$ cat src/sv/scfg_pkg.sv
// Shared types, constants and byte functions for the SPI command framer.
package scfg_pkg;

  // Command codes on the action field.
  typedef enum logic [2:0] {
    ACT_REG_WR  = 3'd0,
    ACT_RD_REQ  = 3'd1,
    ACT_SUB_CMD = 3'd2,
    ACT_MEM_WR1 = 3'd3,
    ACT_MEM_WR2 = 3'd4
  } action_e;

  localparam logic [7:0] WriteFlag   = 8'h80;
  localparam logic [7:0] ReadFill    = 8'hFF;
  localparam logic [7:0] CrcPoly     = 8'h07;
  localparam logic [7:0] MbSubLo     = 8'h3E;
  localparam logic [7:0] MbSubHi     = 8'h3F;
  localparam logic [7:0] MbDataLo    = 8'h40;
  localparam logic [7:0] MbDataHi    = 8'h41;
  localparam logic [7:0] MbChecksum  = 8'h60;
  localparam logic [7:0] MbLength    = 8'h61;
  localparam logic [7:0] LenOneByte  = 8'h05;
  localparam logic [7:0] LenTwoByte  = 8'h06;

  // Frame slot within one command's run (at most six frames).
  localparam int unsigned MaxFrames = 6;
  localparam int unsigned IdxW      = $clog2(MaxFrames);
  typedef logic [IdxW-1:0] frame_idx_t;

  // One accepted command word.
  typedef struct packed {
    action_e     action;
    logic [6:0]  reg_address;
    logic [7:0]  reg_byte;
    logic [15:0] sub_address;
    logic [15:0] mem_value;
  } cmd_t;

  // One frame on its way to the result register.
  typedef struct packed {
    logic [7:0] addr_byte;
    logic [7:0] data_byte;
    logic [7:0] crc;
    logic       last;
  } frame_t;

  // CRC-8 of a single byte from a zero start, MSB first.
  function automatic logic [7:0] crc8_byte(input logic [7:0] b);
    logic [7:0] c;
    c = b;
    for (int i = 0; i < 8; i++) begin
      c = c[7] ? ((c << 1) ^ CrcPoly) : (c << 1);
    end
    return c;
  endfunction

  // CRC-8 over address byte then data byte.
  function automatic logic [7:0] crc8_frame(input logic [7:0] a, input logic [7:0] d);
    return crc8_byte(crc8_byte(a) ^ d);
  endfunction

endpackage

$ cat src/sv/scfg_frame_sel.sv
// Frame selection: picks address and data for one frame slot and adds its CRC.
module scfg_frame_sel (
  input  scfg_pkg::cmd_t       cmd_i,
  input  scfg_pkg::frame_idx_t idx_i,
  output scfg_pkg::frame_t     frame_o
);

  logic [7:0] sub_lo, sub_hi, val_lo, val_hi;
  logic [7:0] sum3, sum4;
  logic [7:0] addr_raw, data_byte;
  logic       last;

  assign sub_lo = cmd_i.sub_address[7:0];
  assign sub_hi = cmd_i.sub_address[15:8];
  assign val_lo = cmd_i.mem_value[7:0];
  assign val_hi = cmd_i.mem_value[15:8];

  // Wrapping byte sums for the mailbox checksum.
  assign sum3 = sub_lo + sub_hi + val_lo;
  assign sum4 = sum3 + val_hi;

  // Pick the register and data byte for this slot.
  always_comb begin
    addr_raw  = scfg_pkg::MbSubLo;
    data_byte = sub_lo;
    last      = 1'b0;
    case (cmd_i.action)
      scfg_pkg::ACT_REG_WR: begin
        addr_raw  = {1'b0, cmd_i.reg_address};
        data_byte = cmd_i.reg_byte;
        last      = 1'b1;
      end
      scfg_pkg::ACT_RD_REQ: begin
        addr_raw  = {1'b0, cmd_i.reg_address};
        data_byte = scfg_pkg::ReadFill;
        last      = 1'b1;
      end
      scfg_pkg::ACT_SUB_CMD: begin
        if (idx_i != '0) begin
          addr_raw  = scfg_pkg::MbSubHi;
          data_byte = sub_hi;
          last      = 1'b1;
        end
      end
      scfg_pkg::ACT_MEM_WR1: begin
        case (idx_i)
          3'd1: begin
            addr_raw  = scfg_pkg::MbSubHi;
            data_byte = sub_hi;
          end
          3'd2: begin
            addr_raw  = scfg_pkg::MbDataLo;
            data_byte = val_lo;
          end
          3'd3: begin
            addr_raw  = scfg_pkg::MbChecksum;
            data_byte = ~sum3;
          end
          3'd4: begin
            addr_raw  = scfg_pkg::MbLength;
            data_byte = scfg_pkg::LenOneByte;
            last      = 1'b1;
          end
          default: begin
            addr_raw  = scfg_pkg::MbSubLo;
            data_byte = sub_lo;
          end
        endcase
      end
      scfg_pkg::ACT_MEM_WR2: begin
        case (idx_i)
          3'd1: begin
            addr_raw  = scfg_pkg::MbSubHi;
            data_byte = sub_hi;
          end
          3'd2: begin
            addr_raw  = scfg_pkg::MbDataLo;
            data_byte = val_lo;
          end
          3'd3: begin
            addr_raw  = scfg_pkg::MbDataHi;
            data_byte = val_hi;
          end
          3'd4: begin
            addr_raw  = scfg_pkg::MbChecksum;
            data_byte = ~sum4;
          end
          3'd5: begin
            addr_raw  = scfg_pkg::MbLength;
            data_byte = scfg_pkg::LenTwoByte;
            last      = 1'b1;
          end
          default: begin
            addr_raw  = scfg_pkg::MbSubLo;
            data_byte = sub_lo;
          end
        endcase
      end
      default: begin
        last = 1'b1;
      end
    endcase
  end

  // Set the write flag on everything but a read request, then add the CRC.
  always_comb begin
    frame_o.addr_byte = (cmd_i.action == scfg_pkg::ACT_RD_REQ)
                        ? addr_raw : (addr_raw | scfg_pkg::WriteFlag);
    frame_o.data_byte = data_byte;
    frame_o.crc       = scfg_pkg::crc8_frame(frame_o.addr_byte, data_byte);
    frame_o.last      = last;
  end

endmodule

$ cat src/sv/spi_command_frame_generator_unit.sv
// Top level of the SPI command framer: command register, slot counter, frame register.
//
//  channel | direction | handshake               | payload
//  --------+-----------+-------------------------+---------------------------------------------
//  in      | input     | in_valid_i / in_stall_o | action, reg_address, reg_byte, sub/mem words
//  out     | output    | out_valid_o/out_stall_i | frame addr, data, crc, last_frame
//
// A command gives one frame per cycle unless out_stall_i holds it: 1 for register write or
// read request, 2 for a subcommand, 5 or 6 for a data-memory write; the slot counter over the command register
// counts the frames. The next command is taken in the cycle its predecessor's last frame
// moves to the output register. Unused action codes are taken and give no frames.
// Reset clears the valid flags and the counter; out_stall_i holds the frame register and,
// through it, the slot counter.
module spi_command_frame_generator_unit (
  input  logic        clk_i,
  input  logic        rst_ni,
  input  logic        in_valid_i,
  output logic        in_stall_o,
  input  logic [2:0]  action_i,
  input  logic [6:0]  reg_address_i,
  input  logic [7:0]  reg_byte_i,
  input  logic [15:0] sub_address_i,
  input  logic [15:0] mem_value_i,
  output logic        out_valid_o,
  input  logic        out_stall_i,
  output logic [7:0]  frame_addr_byte_o,
  output logic [7:0]  frame_data_byte_o,
  output logic [7:0]  frame_crc_o,
  output logic        last_frame_o
);

  scfg_pkg::cmd_t       cmd_q;
  logic                 cmd_valid_q, cmd_valid_d;
  scfg_pkg::frame_idx_t idx_q, idx_d;
  scfg_pkg::frame_t     frame, out_q;
  logic                 out_valid_q, out_valid_d;
  logic                 out_free, gen, cmd_done, in_take, act_legal;

  // Build the frame for the current slot.
  scfg_frame_sel u_sel (
    .cmd_i   (cmd_q),
    .idx_i   (idx_q),
    .frame_o (frame)
  );

  // Handshake control.
  always_comb begin
    act_legal = (action_i inside {scfg_pkg::ACT_REG_WR, scfg_pkg::ACT_RD_REQ,
                                  scfg_pkg::ACT_SUB_CMD, scfg_pkg::ACT_MEM_WR1,
                                  scfg_pkg::ACT_MEM_WR2});
    out_free   = !out_valid_q || !out_stall_i;
    gen        = cmd_valid_q && out_free;
    cmd_done   = gen && frame.last;
    in_stall_o = cmd_valid_q && !cmd_done;
    in_take    = in_valid_i && !in_stall_o;
  end

  // Advance the slot counter and command flag.
  always_comb begin
    cmd_valid_d = cmd_valid_q;
    idx_d       = idx_q;
    if (in_take && act_legal) begin
      cmd_valid_d = 1'b1;
      idx_d       = '0;
    end else if (cmd_done) begin
      cmd_valid_d = 1'b0;
      idx_d       = '0;
    end else if (gen) begin
      idx_d = idx_q + 1'b1;
    end
  end

  // Load on a new frame, drop once the word is taken.
  always_comb begin
    out_valid_d = out_valid_q;
    if (gen) begin
      out_valid_d = 1'b1;
    end else if (!out_stall_i) begin
      out_valid_d = 1'b0;
    end
  end

  always_ff @(posedge clk_i or negedge rst_ni) begin
    if (!rst_ni) begin
      cmd_valid_q <= 1'b0;
      idx_q       <= '0;
      out_valid_q <= 1'b0;
    end else begin
      cmd_valid_q <= cmd_valid_d;
      idx_q       <= idx_d;
      out_valid_q <= out_valid_d;
    end
  end

  // Capture the command word and the frame payload.
  always_ff @(posedge clk_i) begin
    if (in_take) begin
      cmd_q.action      <= scfg_pkg::action_e'(action_i);
      cmd_q.reg_address <= reg_address_i;
      cmd_q.reg_byte    <= reg_byte_i;
      cmd_q.sub_address <= sub_address_i;
      cmd_q.mem_value   <= mem_value_i;
    end
    if (gen) begin
      out_q <= frame;
    end
  end

  assign out_valid_o       = out_valid_q;
  assign frame_addr_byte_o = out_q.addr_byte;
  assign frame_data_byte_o = out_q.data_byte;
  assign frame_crc_o       = out_q.crc;
  assign last_frame_o      = out_q.last;

endmodule

$ cat config.mk
export PLATFORM = sky130hd
export DESIGN_NAME = spi_command_frame_generator_unit
export DESIGN_NICKNAME = d
export VERILOG_FILES = /design/src/sv/scfg_pkg.sv /design/src/sv/scfg_frame_sel.sv /design/src/sv/spi_command_frame_generator_unit.sv
export SDC_FILE = /design/constraint.sdc
export NUM_CORES = 1
export LEC_CHECK = 0
export BUFFER_PORTS_ARGS = -buffer_cell sky130_fd_sc_hd__buf_2
export CAP_MARGIN = 15
export CORE_UTILIZATION = 35
export CTS_CLUSTER_SIZE = 24
export DETAILED_ROUTE_END_ITERATION = 7
export GPL_ROUTABILITY_DRIVEN = 0
export PLACE_DENSITY = 0.55
export REMOVE_ABC_BUFFERS = 1
export SLEW_MARGIN = 40
export SYNTH_ARGS = -nofsm -noshare
export SYNTH_HDL_FRONTEND = slang
export SYNTH_SLANG_ARGS = --single-unit
$ cat constraint.sdc
create_clock -name clk_i -period 9.21 [get_ports clk_i]
set_input_delay 0.4605 -clock clk_i [delete_from_list [all_inputs] [get_ports clk_i]]
set_output_delay 0.4605 -clock clk_i [all_outputs]
set_load 0.01 [all_outputs]
==> results.cfg <==
[outcome]
outcome = finished, final reports clean

[clock_network]
root_buffer = clkbuf_16
cts.sinks = 80
post_cts_buffers = 0
cts-buffers-inserted = 9
cts_tree = built
cts_max_path_buffers = 2
h-tree-depth = 3
clk_pin_slew_worst_paths_ns = 0.06
worstSkewPairLatency_ns = 0.34
cts_resized = 0

[drt]
drcViolationCount = 0
highest_layer = met4
first_pass_iters = 4
drtIter0Drc = 189
wl_per_cell_um = 17.0
dr_wl_met3_um = 736
final_antenna_net_count = 0
wl_met2_mm = 5.23
viasPerCell = 5.26
wl_met1_mm = 5.24
vias = 3541
drt-total-wl_mm = 11.4

[yosys]
synth_edf_count = 75
ys_seq_area_share_pct = 49.2
synthCells = 417
yosys_most_used_dff = edfxtp_1
yosys_warnings = 0
syn_avg_cell_area_sq_um = 11.6
synthDistinctLibCells = 65
synth-seq-cells = 80
synthArstFlopShare_pct = 6.25
syn_area_sq_um = 4830

[sta]
skew_ns = 0.00829
timing.fmax_mhz = 224
tightest_slew_ns = 0.774
hold_viol_final = 0
slew_headroom_pct = 48.4
setup_viol = 0
rsz0062_at_grt = false
fin_crit_ns = 4.46
tns_ns = 0
maxSlewViolCount = 0
finalWorstSetupSlack_ns = 4.75
finalCritPeriodShare_pct = 48.4

[power]
ir_drop_mv = 0.128
leakage_nw = 2.20
power_density_nw_per_um2 = 391

[setup_path]
path_max_fanout = 4
regToRegStartpoint = cmd_q[17]
startpoint = cmd_q[17]
crit_top_cell = xor2_1
critPathArrivalTime_ns = 4.54
worst-path-buf-inv = 2
reg2reg_slack_ns = 4.75
cp_top_family = adder cells
worstPathRequired_ns = 9.30
cp_cell_sequence = inv_1 -> fa_1 -> inv_1 -> ha_1 -> fa_1 -> xor2_1 -> ha_1 -> o21ai_0 -> o21bai_1 -> a2111o_1 -> o2111a_1 -> and2_4 -> xor2_1 -> mux2_4 -> xnor2_2 -> xor2_1
crit_slowest_cell = fa_1
worstSetupEndpointType = flip-flop
critical_path_class = reg2reg
slowest_delay_ns = 0.51
cp-endpoint = frame_crc_o[2]
startpoint_type = flip-flop
cp.depth = 16
worstReg2RegEnd = frame_crc_o[2]
r2r_cells = 16

[hold_path]
hold_path_class = in2reg
whs_path_depth = 1

[die]
rows = 42
start_util_pct = 36.2
die_h_um = 120
fp.coreArea_sq_um = 13300
io_pins = 81
die_x_um = 120
die_area_sq_um = 14300

[placed_design]
pre_cts_ws_ns = 4.79
dp_hpwl_mm = 8.46
port_buffers = 80

[grt]
grt_pass1_wl_mm = 18.7
grt_max_degree = 51
antenna_found_initial = 0
grt.total_usage_pct = 17.2
first_global_vias = 3583
grt_overflow = 0

[cells_and_area]
final_net_count = 574
fin_util_pct = 42.4
layout-area-overhead-vs-synth_pct = 17.1
antenna_cells = 0
drive_gt1_share_pct = 22.9

[run]
max-cap-violations = 0
## placed cells by master, fill, tap and decap left out, types with 8 or more instances in the layout
| cell type | synthesis | final |
|---|---|---|
| buf_2 | 9 | 80 |
| edfxtp_1 | 75 | 75 |
| xnor2_1 | 34 | 34 |
| o21ai_0 | 30 | 30 |
| a21oi_1 | 28 | 28 |
| nor2_1 | 26 | 26 |
| inv_1 | 22 | 21 |
| nand2_1 | 19 | 19 |
| ha_1 | 19 | 19 |
| a21o_1 | 12 | 12 |
| xor2_1 | 10 | 10 |
| mux2i_1 | 9 | 9 |
| fa_1 | 9 | 9 |
| clkbuf_16 | 0 | 9 |
| a211oi_1 | 8 | 8 |
| a22oi_1 | 8 | 8 |
## how the worst min path moves through the flow
stage | from | endpoint | slack (ns)
after floorplan | rst_ni | cmd_valid_q | 0.16
after global placement | rst_ni | out_valid_o | 0.28
after detailed placement | rst_ni | out_valid_o | 0.28
after CTS | mem_value_i[14] | cmd_q[14] | 0.28
after global routing | mem_value_i[14] | cmd_q[14] | 0.27
final | sub_address_i[6] | cmd_q[22] | 0.29
## power breakdown
group | internal (mW) | switching [mW] | total [mW]
combinational | 0.540 | 0.689 | 1.23
clock | 0.208 | 0.137 | 0.345
sequential | 0.578 | 0.0649 | 0.643
total | 1.33 | 0.891 | 2.22
## flip-flops by register name (all words and copies together), names as in the netlist
| register | flops |
|---|---|
| frame_addr_byte_o | 8 |
| frame_data_byte_o | 8 |
| cmd_valid_q | 1 |
| cmd_q | 50 |
| idx_q | 3 |
| out_valid_o | 1 |
| last_frame_o | 1 |
| frame_crc_o | 8 |
## per-stage QoR
stage	cells	instance area [sq um]	hold slack (ns)	power, mW
floorplan	398	4720	0.165	1.59
global placement	655	5350	0.277	1.86
detailed placement	656	5360	0.281	1.88
CTS	673	5660	0.276	2.23
global route	673	5660	0.273	2.40
finish	673	5660	0.286	2.22
## metal layers
layer	global-route usage, %	up-vias
li1	-	1706
met1	23.0	1696
met2	27.0	121
met3	3.94	18
met4	6.95	0
met5	0	-
## cell usage after synthesis, types with 7 or more instances
library cell  number  share of area [%]
xnor2_1           34                6.2
a21oi_1           28                2.9
a21o_1            12                1.9
a211oi_1           8                1.2
buf_2              9               0.93
nand2_1           19                1.5
xor2_1            10                1.8
ha_1              19                4.9
fa_1               9                3.7
o21ai_0           30                3.1
a22oi_1            8                1.2
inv_1             22                1.7
nor2_1            26                2.0
edfxtp_1          75                 47
o211ai_1           7                1.1
mux2i_1            9                1.9
## final cells by class
| class | instances | area, sq um |
|---|---|---|
| flip-flops and latches | 80 | 2380 |
| repair buffers | 83 | 429 |
| fillers | 1311 | 7680 |
| clock buffers | 10 | 229 |
| multi-input cells | 295 | 2260 |
| inverters | 23 | 86.3 |
| clock inverters | 6 | 60.1 |
| well taps | 176 | 220 |
## logic make-up (layout without fill, tap and decap cells)
logic type | Yosys count | count (layout) | synth area share, %
buffers and inverters | 42 | 122 | 4.11
multiplexers | 11 | 11 | 2.41
AO/OA/AOI/OAI | 136 | 136 | 19.3
flip-flops | 80 | 80 | 49.2
AND/OR/NAND/NOR | 74 | 74 | 7.69
adder cells (fa/ha/maj) | 28 | 28 | 8.64
XOR/XNOR | 46 | 46 | 8.64
## timing repair
action	4_1_cts	5_1_grt
hold buffers	1	0
hold endpoints to repair	5	0
endpoints found under the setup margin	0	0
## worst reg2reg max path, cell delays in order, from the launching register on
cell	delay, ns
edfxtp_1	0.39
inv_1	0.08
fa_1	0.51
inv_1	0.05
ha_1	0.24
fa_1	0.41
xor2_1	0.22
ha_1	0.27
o21ai_0	0.30
o21bai_1	0.14
a2111o_1	0.42
o2111a_1	0.18
and2_4	0.17
xor2_1	0.15
mux2_4	0.33
xnor2_2	0.16
xor2_1	0.16
Power figures use the tool's default switching activity.
